$ cat config.mk
export PLATFORM = sky130hd
export DESIGN_NAME = tot_apb_cfg
export DESIGN_NICKNAME = d
export VERILOG_FILES = /design/src/rtl/core/tot_pkg.sv /design/src/rtl/core/tot_apb_cfg.sv
export SDC_FILE = /design/constraint.sdc
export NUM_CORES = 1
export LEC_CHECK = 0
export ABC_CLOCK_PERIOD_IN_PS = 1200
export BUFFER_PORTS_ARGS = -buffer_cell sky130_fd_sc_hd__buf_2
export CELL_PAD_IN_SITES_DETAIL_PLACEMENT = 0
export CELL_PAD_IN_SITES_GLOBAL_PLACEMENT = 1
export CORE_MARGIN = 2
export CORE_UTILIZATION = 24
export CTS_CLUSTER_DIAMETER = 200
export DETAILED_ROUTE_END_ITERATION = 8
export GPL_TIMING_DRIVEN = 0
export PLACE_DENSITY = 0.87
export SLEW_MARGIN = 25
export SYNTH_ARGS = -nofsm -noshare
export SYNTH_HDL_FRONTEND = slang
export SYNTH_SLANG_ARGS = --single-unit
$ cat constraint.sdc
create_clock -name clk -period 1.2 [get_ports clk]
set_clock_uncertainty 0.15 [all_clocks]
set_input_delay 0.06 -clock clk [delete_from_list [all_inputs] [get_ports clk]]
set_output_delay 0.06 -clock clk [all_outputs]
set_load 0.02 [all_outputs]
$ cat src/rtl/core/tot_pkg.sv
// Shared types and constants for the tile overlap trimmer.
// No dependencies; tot_rsp_if, tot_apb_cfg, tot_trim and tile_overlap_trimmer import this package.
package tot_pkg;

	// Request kinds on the input channel
	localparam logic REQ_CAND  = 1'b0;
	localparam logic REQ_CLEAR = 1'b1;

	// Result status codes
	localparam int STATUS_W = 3;
	localparam logic [STATUS_W-1:0] ST_STORED  = 3'd0;
	localparam logic [STATUS_W-1:0] ST_TRIMMED = 3'd1;
	localparam logic [STATUS_W-1:0] ST_DROPPED = 3'd2;
	localparam logic [STATUS_W-1:0] ST_CLEARED = 3'd3;
	localparam logic [STATUS_W-1:0] ST_FULL    = 3'd4;

	// Configuration port
	localparam int APB_ADDR_W  = 3;
	localparam int APB_DATA_W  = 32;
	localparam int REG_IDX_LSB = 2;
	localparam int REG_IDX_W   = APB_ADDR_W - REG_IDX_LSB;
	localparam logic [REG_IDX_W-1:0] REG_MIN_MATCH = 1'b0;

	localparam int MIN_LEN_W = 16;
	localparam logic [MIN_LEN_W-1:0] MIN_LEN_RST = 16'd8;

	// Outcome of checking the candidate against one stored tile
	typedef struct packed {
		logic drop;
		logic changed;
	} trim_flags_t;

endpackage

$ cat src/rtl/core/tot_apb_cfg.sv
// APB-style configuration register bank holding min_match_length.
// Depends on tot_pkg for address layout and reset value.
module tot_apb_cfg
	import tot_pkg::*;
(
	input  logic                  clk,
	input  logic                  arst_n,
	input  logic                  psel,
	input  logic                  penable,
	input  logic                  pwrite,
	input  logic [APB_ADDR_W-1:0] paddr,
	input  logic [APB_DATA_W-1:0] pwdata,
	output logic [APB_DATA_W-1:0] prdata,
	output logic                  pready,
	output logic [MIN_LEN_W-1:0]  min_len
);
	logic [MIN_LEN_W-1:0] min_len_q;
	logic                 sel_min;

	assign pready  = 1'b1;
	assign sel_min = (paddr[APB_ADDR_W-1:REG_IDX_LSB] == REG_MIN_MATCH);
	assign min_len = min_len_q;
	assign prdata  = sel_min ? APB_DATA_W'(min_len_q) : '0;

	always_ff @(posedge clk or negedge arst_n) begin
		if (!arst_n) begin
			min_len_q <= MIN_LEN_RST;
		end else if (psel && penable && pwrite && pready && sel_min) begin
			min_len_q <= pwdata[MIN_LEN_W-1:0];
		end
	end
endmodule

==> flow_summary_export.csv <==
group,metric,value,unit
placed_design,numPortBuffers,53,
global_routing,grt_pass1_wl,3.15,mm
power_and_ir_drop,pwr-share-clk,22.3,%
detailed_routing,drc,0,
global_routing,grt_antenna_before_repair,0,
job,cap_violations,0,
power_and_ir_drop,p_leak,0.874,nW
cells_and_area,areaGrowthSynthToFinish,69.7,%
detailed_routing,wire_per_inst,9.85,µm
synthesis,synth_top_cell_by_area,"dfrtp_1",
critical_path,r2r-end,"min_len[0]$_DFFE_PN0P_",
critical_path,start_kind,"register",
critical_path,worstRegToRegCells,2,
power_and_ir_drop,switching_share,34.2,%
detailed_routing,num_vias,738,
timing,clock.fmax,799,MHz
clock_network,clock_sinks,16,
critical_path,worstSetupStartpoint,"min_len[3]$_DFFE_PN1P_",
cells_and_area,layout_commonest_cell,"buf_2",
clock_network,clockRootBuffer,"clkbuf_8",
die,die_w,65.3,µm
timing,fin_setup_tns,-0.0518,ns
run_status,status,"finished with violations",
cells_and_area,nNetsFinal,202,
synthesis,syn_avg_cell_area,12.9,µm²
timing,fin_ws,-0.0518,ns
clock_network,cts_tree,"done",
clock_network,clk_pin_slew_worst_paths,0.06,ns
critical_path,worstPathArrival,1.04,ns
cells_and_area,final_cells,209,
placed_design,hpwl,1.46,mm
cells_and_area,finish.utilization,42.1,%
die,core_area,0.00363,mm²
timing,fin_crit_sh,104,%
critical_path,worstSetupPathType,"register to output port",
timing,finalHoldViolCount,0,
detailed_routing,drt-initial-drc-count,5,
global_routing,overflow,0,
critical_path,reg2reg_from,"min_len[0]$_DFFE_PN0P_",
synthesis,ys_types,11,
power_and_ir_drop,power.density,1370,mW/mm²
detailed_routing,totalWireLength,2.06,mm
timing,post-route-min-period,1.25,ns
clock_network,htree_num_levels,1,
power_and_ir_drop,max-vdd-ir-drop,0.000483,V
hold_path,min_path_type,"input port to async pin",
power_and_ir_drop,internal_power,1.38,mW
synthesis,synth_seq_area_share,44.6,%
clock_network,worstSkewPairLatency,0.24,ns
synthesis,yosysWarnings,0,
synthesis,synth-seq-cells,16,
global_routing,grt_pass1_vias,723,
power_and_ir_drop,seqPwrFrac,35.5,%
synthesis,synthTopCellsByArea,"dfrtp_1 (42%), mux2_4 (17%), buf_4 (14%)",
critical_path,reg2reg_slack,0.17,ns
timing,slew_viol_final,0,
critical_path,path_max_fanout,3,
global_routing,grt_max_degree,17,
clock_network,cts_buffers,3,
clock_network,clockBufferDepth,2,
placed_design,dp_slack,-0.0766,ns
power_and_ir_drop,combPwrFrac,42.2,%
die,start_util,24.8,%
synthesis,netlist_area,901,µm²
timing,setup_viol,1,
synthesis,synth.top_cell.area_share,41.7,%
cells_and_area,largest_reg_flops,16,
placed_design,placedCellCount,186,
die,die-area,0.00426,mm²
critical_path,crit_required,0.99,ns
cells_and_area,final_cell_mix,"buf_2 (52), buf_4 (19), conb_1 (17), dlygate4sd3_1 (17), dfrtp_1 (15)",
detailed_routing,antenna_left,0,
power_and_ir_drop,p_total,2.10,mW
die,die_y,65.3,µm
run_status,violations,"setup timing",
detailed_routing,viasPerCell,3.53,
cells_and_area,diodes,0,
global_routing,grt_util_all_layers,9.95,%
timing,rsz0062_at_grt,"true",
die,std_cell_rows,22,
critical_path,end_kind,"output port",
cells_and_area,layout-drive-gt1-share,59.0,%
placed_design,place.gp.congestion,0.700,
detailed_routing,drtPass1Iterations,3,
synthesis,synthCells,70,
power_and_ir_drop,p_switching,717,µW
die,ioPinCount,89,
==> synth_stat cells, drive strengths merged <==
cell    count
mux2       16
buf        18
nor2b      10
nand4b      1
and2b       6
conb        2
dfstp       1
clkbuf      1
dfrtp      15
==> power groups by stage <==
stage	sequential [mW]	clock, mW	combinational (mW)
6_report	0.744	0.468	0.884
3_5_place_dp	0.755	0	0.818
3_3_place_gp	0.756	0	0.805
4_1_cts	0.748	0.492	0.866
2_1_floorplan	0.897	0	0.406
5_1_grt	0.765	0.511	0.943
==> routing by layer <==
layer  wire length [µm]  global-route usage (%)  vias up
li1                   -                       -      372
met1                835                    11.7      321
met2               1050                    17.5       45
met3                178                    2.23        0
met4                  0                    3.91        0
met5                  0                       0        -
==> cell families (layout without fill, tap and decap cells) <==
kind of cell / count (synthesis) / count (layout) / share of synthesized area (%)
buf+inv: 19 / 95 / 15.8
other cells: 2 / 17 / 0.834
flops: 16 / 16 / 44.6
simple gates: 17 / 17 / 14.6
mux: 16 / 16 / 24.2
==> cell type report <==
class | instances | area [µm²]
flip-flops and latches | 16 | 402
well taps | 48 | 60.1
clock buffers | 4 | 55.1
fillers | 357 | 2100
repair buffers | 72 | 457
multi-input cells | 50 | 413
plain buffers | 19 | 143
==> worst max-delay path: stages, from the launching register on <==
cell and delay, ns:
dfstp_2 0.54, and2b_1 0.14, buf_6 0.12
==> worst max path at each step <==
stage                                        end  cells past startpoint
final                                  prdata[3]                      2
after global routing                   prdata[3]                      2
after CTS                              prdata[3]                      2
after detailed placement  min_len[1]$_DFFE_PN0P_                      4
after global placement    min_len[9]$_DFFE_PN0P_                      4
after floorplan                        prdata[4]                      1
==> repair_timing <==
item,CTS,global route
endpoints found under the setup margin,1,4
pin swaps,0,0
hold buffers,17,0
endpoints found under the hold margin,32,0
buffers inserted,0,2
resized for setup,2,0
==> metrics by stage <==
stage / instance area, µm² / hold slack (ns)
after floorplan: 957 / -0.386
after CTS: 1510 / 0.108
final: 1530 / 0.105
after global routing: 1530 / 0.122
after global placement: 1280 / -0.154
after detailed placement: 1280 / -0.149
No activity file was read; power rests on OpenSTA's default activity.
