<file path="src/rtl/core/tot_pkg.sv">
// Shared types and constants for the tile overlap trimmer.
// No dependencies; tot_rsp_if, tot_apb_cfg, tot_trim and tile_overlap_trimmer import this package.
package tot_pkg;

	// Request kinds on the input channel
	localparam logic REQ_CAND  = 1'b0;
	localparam logic REQ_CLEAR = 1'b1;

	// Result status codes
	localparam int STATUS_W = 3;
	localparam logic [STATUS_W-1:0] ST_STORED  = 3'd0;
	localparam logic [STATUS_W-1:0] ST_TRIMMED = 3'd1;
	localparam logic [STATUS_W-1:0] ST_DROPPED = 3'd2;
	localparam logic [STATUS_W-1:0] ST_CLEARED = 3'd3;
	localparam logic [STATUS_W-1:0] ST_FULL    = 3'd4;

	// Configuration port
	localparam int APB_ADDR_W  = 3;
	localparam int APB_DATA_W  = 32;
	localparam int REG_IDX_LSB = 2;
	localparam int REG_IDX_W   = APB_ADDR_W - REG_IDX_LSB;
	localparam logic [REG_IDX_W-1:0] REG_MIN_MATCH = 1'b0;

	localparam int MIN_LEN_W = 16;
	localparam logic [MIN_LEN_W-1:0] MIN_LEN_RST = 16'd8;

	// Outcome of checking the candidate against one stored tile
	typedef struct packed {
		logic drop;
		logic changed;
	} trim_flags_t;

endpackage

</file>
<file path="src/rtl/core/tot_trim.sv">
// Overlap check of the candidate against one stored tile, first sequence then second.
// Depends on tot_pkg for trim_flags_t.
module tot_trim
	import tot_pkg::*;
#(
	parameter int POS_BITS = 16
) (
	input  logic [POS_BITS:0]    cand_a,
	input  logic [POS_BITS:0]    cand_b,
	input  logic [POS_BITS:0]    cand_n,
	input  logic [POS_BITS-1:0]  tile_a,
	input  logic [POS_BITS-1:0]  tile_b,
	input  logic [POS_BITS-1:0]  tile_n,
	input  logic [MIN_LEN_W-1:0] min_len,
	output logic [POS_BITS:0]    next_a,
	output logic [POS_BITS:0]    next_b,
	output logic [POS_BITS:0]    next_n,
	output trim_flags_t          flags
);
	localparam int EW    = POS_BITS + 1;
	localparam int CMP_W = (EW > MIN_LEN_W) ? EW : MIN_LEN_W;

	typedef struct packed {
		logic [EW-1:0] p;
		logic [EW-1:0] q;
		logic [EW-1:0] n;
		logic          hit;
		logic          drop;
	} seq_res_t;

	// p is this sequence's start, q the other's. The candidate end cend stays
	// fixed under a head cut, so the new length is cend - tend; a tail cut only
	// happens with p below ts, leaving ts - p.
	function automatic seq_res_t check_seq(
		input logic [EW-1:0]        p,
		input logic [EW-1:0]        q,
		input logic [EW-1:0]        n,
		input logic [POS_BITS-1:0]  ts,
		input logic [POS_BITS-1:0]  tl,
		input logic [CMP_W-1:0]     minl
	);
		seq_res_t      r;
		logic [EW-1:0] tend;
		logic [EW-1:0] cend;
		logic [EW-1:0] ts_x;
		logic          head;
		logic          tail;
		ts_x   = EW'(ts);
		tend   = ts_x + EW'(tl);
		cend   = p + n;
		head   = (p >= ts_x) && (p < tend);
		tail   = !head && (cend > ts_x) && (cend < tend);
		r.p    = p;
		r.q    = q;
		r.n    = n;
		r.hit  = head || tail;
		r.drop = 1'b0;
		if (head) begin
			r.drop = (cend < tend) || (CMP_W'(cend - tend) < minl);
			r.n    = cend - tend;
			r.p    = tend;
			r.q    = q + (tend - p);
		end else if (tail) begin
			r.drop = CMP_W'(ts_x - p) < minl;
			r.n    = ts_x - p;
		end
		return r;
	endfunction

	seq_res_t         r1;
	seq_res_t         r2;
	logic [CMP_W-1:0] minl;

	assign minl = CMP_W'(min_len);

	// Second check runs on the second sequence: its own start is b, the other a
	always_comb begin
		r1            = check_seq(cand_a, cand_b, cand_n, tile_a, tile_n, minl);
		r2            = check_seq(r1.q, r1.p, r1.n, tile_b, tile_n, minl);
		next_a        = r2.q;
		next_b        = r2.p;
		next_n        = r2.n;
		flags.drop    = r1.drop || r2.drop;
		flags.changed = r1.hit || r2.hit;
	end
endmodule

</file>
<file path="config.mk">
export PLATFORM = sky130hd
export DESIGN_NAME = tot_trim
export DESIGN_NICKNAME = d
export VERILOG_FILES = /design/src/rtl/core/tot_pkg.sv /design/src/rtl/core/tot_trim.sv
export SDC_FILE = /design/constraint.sdc
export NUM_CORES = 1
export LEC_CHECK = 0
export BUFFER_PORTS_ARGS = -buffer_cell sky130_fd_sc_hd__buf_2
export CELL_PAD_IN_SITES_DETAIL_PLACEMENT = 1
export CELL_PAD_IN_SITES_GLOBAL_PLACEMENT = 1
export CORE_MARGIN = 10
export CORE_UTILIZATION = 45
export DETAILED_ROUTE_END_ITERATION = 8
export GPL_TIMING_DRIVEN = 0
export PLACE_DENSITY_LB_ADDON = 0.1
export SYNTH_ARGS = -nofsm -noshare
export SYNTH_HDL_FRONTEND = slang
export SYNTH_SLANG_ARGS = --single-unit
</file>
<file path="constraint.sdc">
create_clock -name vclk -period 11.75
set_clock_uncertainty 0.05 [all_clocks]
set_input_delay 0.5875 -clock vclk [all_inputs]
set_output_delay 0.5875 -clock vclk [all_outputs]
set_load 0.1 [all_outputs]
</file>
==> flow_metrics.py, run 1 <==
metrics = {
    "sta": {
        "maxSlewViolCount": 0,
        "finalSetupViolCount": 0,
        "tns_ns": 0,
        "worst_pin_slew_ns": 0.938,
        "fin_crit_ns": 11.19,
        "finalCritPeriodShare_pct": 95.3,
        "slew_headroom_pct": 37.5,
        "hold_ws_ns": 1.95,
        "fmax_ghz": 0.0893,
        "finalHoldViolations": 0,
    },
    "synth": {
        "synth_area_sq_um": 12500,
        "synth-simple-area-share_pct": 16.2,
        "ys_seq_area_share_pct": 0,
        "netlist_instances": 1670,
        "syn_area_per_cell_sq_um": 7.47,
        "synth_xor_xnor_area_share_pct": 10.4,
        "muxShareOfSynthArea_pct": 2.95,
        "yosysWarnings": 0,
        "synth_fa_ha_area_share_pct": 35.5,
        "synthesis.nets": 2114,
        "synth-compound-area-share_pct": 28.1,
        "synth_top_family_by_area": "adder cells",
        "synthDistinctLibCells": 91,
    },
    "floorplan": {
        "initial_utilization_pct": 46.0,
        "rows": 60,
        "die_area_sq_um": 34800,
        "die_height_um": 187,
        "io_pins": 168,
        "coreArea_sq_um": 27100,
        "die_x_um": 187,
    },
    "placed_design": {
        "detailed_place_hpwl_mm": 45.2,
        "port_buffers": 168,
        "place.gp.congestion": 0.963,
        "place_area_sq_um": 13800,
    },
    "critical_path": {
        "crit_type": "input pin to output pin",
        "crit_path_start_kind": "input pin",
        "crit_slowest_cell": "buf_2",
        "worst_setup_path_end_kind": "output pin",
        "worstPathArrival_ns": 10.56,
        "critPathLaunch": "tile_a[0]",
        "critPathRequiredTime_ns": 11.11,
        "slowest_delay_ns": 0.49,
        "path_max_fanout": 10,
    },
    "route": {
        "via_per_inst": 6.00,
        "drc": 0,
        "vias": 13300,
        "ant_nets": 0,
        "routed_wl_mm": 51.0,
        "first_iter_violations": 924,
        "drt-wirelength-per-cell_um": 23.1,
        "dr.pass1.iters": 6,
    },
    "global_routing": {
        "gr-max-usage-layer": "met2",
        "grt_pass1_wl_mm": 78.5,
        "grt_use_met3_pct": 2.35,
        "met2_usage_pct": 46.6,
        "grt_pass1_vias": 13700,
        "grt_overflow_total": 0,
        "grt_max_degree": 11,
        "grt_usage_pct": 27.8,
        "antenna_found_initial": 0,
        "grt_use_met1_pct": 37.4,
    },
    "layout": {
        "drive_gt1_share_pct": 14.8,
        "design.seq.count": 0,
        "nClkBuffers": 0,
        "areaGrowthSynthToFinish_pct": 12.8,
        "multi_input_area_sq_um": 11800,
        "fin_util_pct": 51.9,
        "regArea_sq_um": 0,
        "num_antenna_cells": 0,
        "n_fill_cell": 3501,
        "finalInstanceArea_sq_um": 14100,
        "finalNetCount": 2286,
    },
    "outcome": {
        "status": "completed",
    },
    "worst_hold_path": {
        "hold_path.class": "input pin to output pin",
        "hold_path_depth": 6,
        "min_from": "cand_n[10]",
    },
    "job": {
        "drv_cap": 0,
    },
}
## cells by family after synthesis
| logic type | count (synthesis) |
|---|---|
| compound gates | 523 |
| xor+xnor | 142 |
| fa+ha+maj | 330 |
| buf+inv | 218 |
| mux | 35 |
| simple gates | 422 |
## synthesized netlist by cell type (all sizes together), types with 9 or more instances
cell / instances / share of area [%]
a21boi: 10 / 0.60
o21ai: 97 / 3.9
o2111ai: 12 / 0.89
nor2: 147 / 4.4
a21oi: 151 / 6.1
nand4: 22 / 1.1
ha: 289 / 29
a31o: 11 / 0.77
xnor2: 87 / 6.3
clkbuf: 19 / 0.57
mux2i: 27 / 2.2
a211oi: 17 / 1.2
inv: 186 / 5.6
o21a: 37 / 2.2
fa: 40 / 6.4
nand3: 38 / 1.5
nand2: 85 / 2.6
nor3: 31 / 1.2
xor2: 53 / 3.7
o211ai: 22 / 1.5
buf: 13 / 0.64
a31oi: 31 / 1.7
o31ai: 9 / 0.65
nand2b: 15 / 0.75
o21bai: 22 / 1.3
nor2b: 29 / 1.5
a21o: 54 / 3.2
## per-stage QoR
stage / instances / setup WS (ns)
after floorplan: 1670 / 0.852
after global placement: 2210 / -0.867
after detailed placement: 2210 / -1.16
after CTS: 2211 / 0.0531
after global routing: 2212 / -0.0231
final: 2212 / 0.555
## repair_timing
action	in CTS	in global routing
setup buffers	2	2
endpoints found under the hold margin	0	0
hold buffers	0	0
pin swaps	1	2
gates resized for setup	35	36
setup endpoints to repair	19	19
## metal layers
layer	vias up	part of all wire, %
li1	6402	-
met1	6394	46
met2	407	46
met3	74	5.2
met4	0	2.8
met5	-	0
## path summary, 6_finish.rpt
| kind | to | slack [ns] |
|---|---|---|
| min | next_n[10] | 1.95 |
| max | next_n[4] | 0.56 |
## layout make-up
cell class         count  share of cell area (%)
multi-input cells   1452                    84.1
well taps            372                    3.31
repair buffers       172                    6.50
plain buffers         30                    1.12
inverters            186                    4.96
## worst max-delay path: cells and delay by family
family          cells  cell delay, ns
compound gates     27            5.07
mux                 1            0.36
fa+ha+maj           5            1.61
buf+inv             7            1.56
xor+xnor            2            0.41
simple gates        4            0.90
## placed cells by master, fill, tap and decap left out, types with 53 or more instances in the layout
master | Yosys | layout
o21ai_0 | 89 | 88
nand2_1 | 85 | 85
inv_1 | 186 | 185
xor2_1 | 53 | 53
ha_1 | 289 | 287
a21o_1 | 54 | 54
xnor2_1 | 85 | 82
nor2_1 | 146 | 146
buf_2 | 7 | 161
a21oi_1 | 150 | 136
Power of run 1 is left out: the tool's default activity adds up to more than one toggle a clock period on the data nets, which glitch-free logic cannot reach.
==> run 2: changes to the inputs <==
--- a/config.mk
+++ b/config.mk
@@ -8,11 +8,13 @@
 export BUFFER_PORTS_ARGS = -buffer_cell sky130_fd_sc_hd__buf_2
 export CELL_PAD_IN_SITES_DETAIL_PLACEMENT = 1
 export CELL_PAD_IN_SITES_GLOBAL_PLACEMENT = 1
+export CORE_ASPECT_RATIO = 0.5
 export CORE_MARGIN = 10
-export CORE_UTILIZATION = 45
+export CORE_UTILIZATION = 31
 export DETAILED_ROUTE_END_ITERATION = 8
 export GPL_TIMING_DRIVEN = 0
 export PLACE_DENSITY_LB_ADDON = 0.1
+export SETUP_SLACK_MARGIN = 0.4
 export SYNTH_ARGS = -nofsm -noshare
 export SYNTH_HDL_FRONTEND = slang
 export SYNTH_SLANG_ARGS = --single-unit
==> run 2 against run 1 <==
Net effect: utilization fell by 15 points; via count fell by 2.3%; die area rose by 41%; worst hold slack improved by 0.00091 ns; sequential cell count did not move; cell count rose by 7.9%; global-route usage fell by 5.9 points; sequential share of layout area did not move; maximum frequency rose by 2.3%; routed wire length rose by 12%; count of clock-buffer cells in the layout did not move; critical path type unchanged; largest cell class unchanged; highest routed layer unchanged.
==> flow_metrics.py, run 2 (synthesis gave the netlist of run 1 again) <==
metrics = {
    "floorplan": {
        "die_area_sq_um": 49200,
        "die_x_um": 304,
        "rows": 51,
        "io_pins": 168,
        "coreArea_sq_um": 39300,
        "die_height_um": 162,
        "initial_utilization_pct": 31.7,
    },
    "layout": {
        "num_antenna_cells": 0,
        "areaGrowthSynthToFinish_pct": 17.3,
        "design.seq.count": 0,
        "finalNetCount": 2302,
        "final_cell_mix": "284 x ha_1, 185 x inv_1, 165 x buf_2, 145 x nor2_1, 130 x a21oi_1",
        "fin_util_pct": 37.2,
        "drive_gt1_share_pct": 16.9,
        "final_common_cell": "ha_1",
        "nClkBuffers": 0,
        "regArea_sq_um": 0,
    },
    "critical_path": {
        "crit_cells": 44,
        "cpMostUsedCell": "a21oi_1",
        "critical_path.top_delay_family": "compound AO/OA/AOI/OAI gates",
        "worst_setup_path_end_kind": "output pin",
        "crit_type": "input pin to output pin",
        "cp_num_buf_inv": 7,
        "crit_path_start_kind": "input pin",
        "path_max_fanout": 10,
        "slowest_delay_ns": 0.56,
        "critPathRequiredTime_ns": 11.11,
        "worstPathArrival_ns": 10.30,
        "crit_slowest_cell": "a211oi_1",
    },
    "route": {
        "dr.pass1.iters": 5,
        "vias": 13000,
        "ant_nets": 0,
        "first_iter_violations": 972,
        "via_per_inst": 5.44,
        "drt-wirelength-per-cell_um": 23.9,
        "drc": 0,
        "routed_wl_mm": 56.9,
    },
    "sta": {
        "rsz0062_at_grt": "false",
        "fin_crit_ns": 10.94,
        "maxSlewViolCount": 0,
        "tns_ns": 0,
        "worst_pin_slew_ns": 1.08,
        "finalHoldViolations": 0,
        "finalSetupViolCount": 0,
        "hold_ws_ns": 1.95,
        "fmax_ghz": 0.0914,
        "finalCritPeriodShare_pct": 93.1,
        "slew_headroom_pct": 27.8,
    },
    "global_routing": {
        "grt_pass1_vias": 12700,
        "grt_pass1_wl_mm": 83.6,
        "grt_usage_pct": 21.9,
        "antenna_found_initial": 2,
        "grt_max_degree": 11,
        "grt_overflow_total": 0,
    },
    "placed_design": {
        "detailed_place_hpwl_mm": 50.6,
        "port_buffers": 168,
        "place.gp.congestion": 0.872,
    },
    "job": {
        "drv_cap": 0,
    },
    "outcome": {
        "status": "completed",
    },
    "worst_hold_path": {
        "hold_path.class": "input pin to output pin",
        "hold_path_depth": 6,
    },
}
run 2: cell count changes in the layout (fill, tap and decap cells not counted), sizes merged:
cell	delta
buf	+20
clkbuf	-4
run 2: final cells by class:
cell class	count	area [sq um]
Buffer	32	198
Multi-Input combinational cell	1452	12000
Tap cell	530	663
Fill cell	4975	24700
Inverter	186	698
Timing Repair Buffer	186	1050
run 2: final timing paths:
check,start,endpoint
setup / recovery,cand_a[2],flags[1]
hold / removal,cand_n[0],next_n[0]
run 2: routing by layer:
metal	share of wire [%]	GRT usage [%]	up-vias	wire [um]
met3	5.2	1.77	18	2960
met2	40	32.4	327	22800
met5	0	0	-	0
met1	54	34.4	6207	30600
met4	0.93	1.85	0	527
li1	-	-	6424	-
run 2: through the flow:
step           setup WS (ns)  instance area, sq um  std cells
2_1_floorplan          0.852                 12500       1670
3_3_place_gp           -1.54                 14000       2368
3_5_place_dp           -1.59                 14000       2368
4_1_cts                0.414                 14300       2376
5_1_grt                0.309                 14600       2386
6_report               0.808                 14600       2386
run 2: what timing repair did:
item                                    4_1_cts  5_1_grt
hold buffers                                  0        0
gates resized for setup                      65       61
pin swaps                                     8       25
endpoints found under the setup margin       20       21
buffers inserted                              8       10
Power of run 2 is left out for the same reason.
==> run 3: changes to the inputs <==
==> constraint.sdc (replaced) <==
create_clock -name vclk -period 13.7
set_clock_uncertainty 0.05 [all_clocks]
set_input_delay 0.685 -clock vclk [all_inputs]
set_output_delay 0.685 -clock vclk [all_outputs]
set_load 0.02 [all_outputs]
==> run 3 against run 2 <==
Net effect: critical path depth grew 3; non-clock buffer count shrank 16; global-route usage shrank 0.29 points; worst hold slack lost 0.032 ns; design area shrank 4.1%; count of clock-buffer cells in the layout is the same; sequential cell count is the same; first-iteration DRC count grew 4.3%; setup slack gained 0.28 ns; via count shrank 1.2%; cell count shrank 0.67%; largest cell class unchanged.
==> flow_metrics.py, run 3 (synthesis gave the netlist of run 1 again) <==
metrics = {
    "critical_path": {
        "crit_path_start_kind": "input pin",
        "slowest_delay_ns": 0.58,
        "worstPathArrival_ns": 11.88,
        "critPathRequiredTime_ns": 12.97,
        "crit_type": "input pin to output pin",
        "path_max_fanout": 10,
        "cpMostUsedCell": "a21oi_1",
        "worst_setup_path_end_kind": "output pin",
        "crit_slowest_cell": "mux2i_2",
        "critPathLaunch": "tile_a[0]",
    },
    "clock_tree": {
        "hold_buffers": 0,
    },
    "route": {
        "dr.pass1.iters": 5,
        "drt-wirelength-per-cell_um": 23.6,
        "ant_nets": 0,
        "drc": 0,
        "vias": 12800,
        "first_iter_violations": 1014,
        "routed_wl_mm": 56.0,
        "via_per_inst": 5.41,
    },
    "global_routing": {
        "grt_pass1_wl_mm": 82.7,
        "grt_overflow_total": 0,
        "grt_pass1_vias": 12600,
        "antenna_found_initial": 3,
        "grt_usage_pct": 21.6,
        "grt_max_degree": 11,
    },
    "layout": {
        "design.seq.count": 0,
        "num_antenna_cells": 0,
        "n_fill_cell": 5025,
        "areaGrowthSynthToFinish_pct": 12.5,
        "final_cell_mix": "289 x ha_1, 186 x inv_1, 175 x buf_2, 147 x a21oi_1, 146 x nor2_1",
        "nClkBuffers": 0,
        "final-instance-count-excl-fill": 2370,
        "fin_util_pct": 35.7,
        "finalInstanceArea_sq_um": 14000,
        "finalNetCount": 2286,
        "regArea_sq_um": 0,
        "final_common_cell": "ha_1",
        "drive_gt1_share_pct": 13.1,
    },
    "placed_design": {
        "place_area_sq_um": 14000,
        "detailed_place_hpwl_mm": 50.6,
        "place.gp.congestion": 0.872,
        "port_buffers": 168,
        "dp.cells": 2368,
    },
    "floorplan": {
        "die_x_um": 304,
        "initial_utilization_pct": 31.7,
        "io_pins": 168,
        "die_area_sq_um": 49200,
        "coreArea_sq_um": 39300,
        "die_height_um": 162,
        "rows": 51,
    },
    "sta": {
        "rsz0062_at_grt": "false",
        "finalSetupViolCount": 0,
        "fmax_ghz": 0.0793,
        "maxSlewViolCount": 0,
        "finalHoldViolations": 0,
        "tns_ns": 0,
        "finalCritPeriodShare_pct": 92.1,
        "fin_crit_ns": 12.62,
        "slew_headroom_pct": 25.8,
        "worst_pin_slew_ns": 1.10,
    },
    "outcome": {
        "status": "completed",
    },
    "worst_hold_path": {
        "hold_path.class": "input pin to output pin",
        "hold_path_depth": 4,
        "hold_end": "next_a[1]",
        "min_from": "cand_a[1]",
    },
    "job": {
        "drv_cap": 0,
    },
}
run 3: worst max-delay path: cells and delay by family:
kind / cells / cell delay [ns]
compound gates: 26 / 5.73
buf+inv: 7 / 1.67
fa+ha+maj: 5 / 1.66
mux: 2 / 0.94
simple gates: 6 / 0.92
xor+xnor: 1 / 0.23
run 3: routing by layer:
metal  up-vias  wire (um)  part of all wire, %  global-route usage (%)
li1       6398          -                    -                       -
met1      6083      30000                   54                    33.8
met2       322      22300                   40                    32.0
met3        14       3190                  5.7                    1.86
met4         0        486                 0.87                    1.74
met5         -          0                    0                       0
run 3: worst max path at each step:
| stage | endpoint | slack (ns) | cells after the start |
|---|---|---|---|
| global route | flags[1] | 0.43 | 48 |
| global placement | flags[1] | 0.48 | 46 |
| finish | next_n[2] | 1.08 | 47 |
| CTS | next_n[12] | 0.72 | 45 |
| floorplan | flags[1] | 3.74 | 46 |
| detailed placement | flags[1] | 0.43 | 46 |
run 3: final cells by class:
type / instances / area, sq um / area share [%]
inverter: 186 / 698 / 4.97
buffer: 32 / 158 / 1.12
tap: 530 / 663 / 4.72
timing repair buffer: 170 / 856 / 6.10
multi-input combinational: 1452 / 11700 / 83.1
run 3: timing repair:
action                     CTS  global route
setup buffers                0             2
gates resized for setup      1            18
pin swaps                    0             1
setup endpoints to repair    1            19
run 3: through the flow:
| step | setup WS [ns] | hold WS (ns) |
|---|---|---|
| 2_1_floorplan | 3.74 | 1.68 |
| 3_3_place_gp | 0.476 | 1.93 |
| 3_5_place_dp | 0.427 | 1.93 |
| 4_1_cts | 0.719 | 1.94 |
| 5_1_grt | 0.427 | 1.96 |
| 6_report | 1.08 | 1.92 |
Power of run 3 is left out for the same reason.
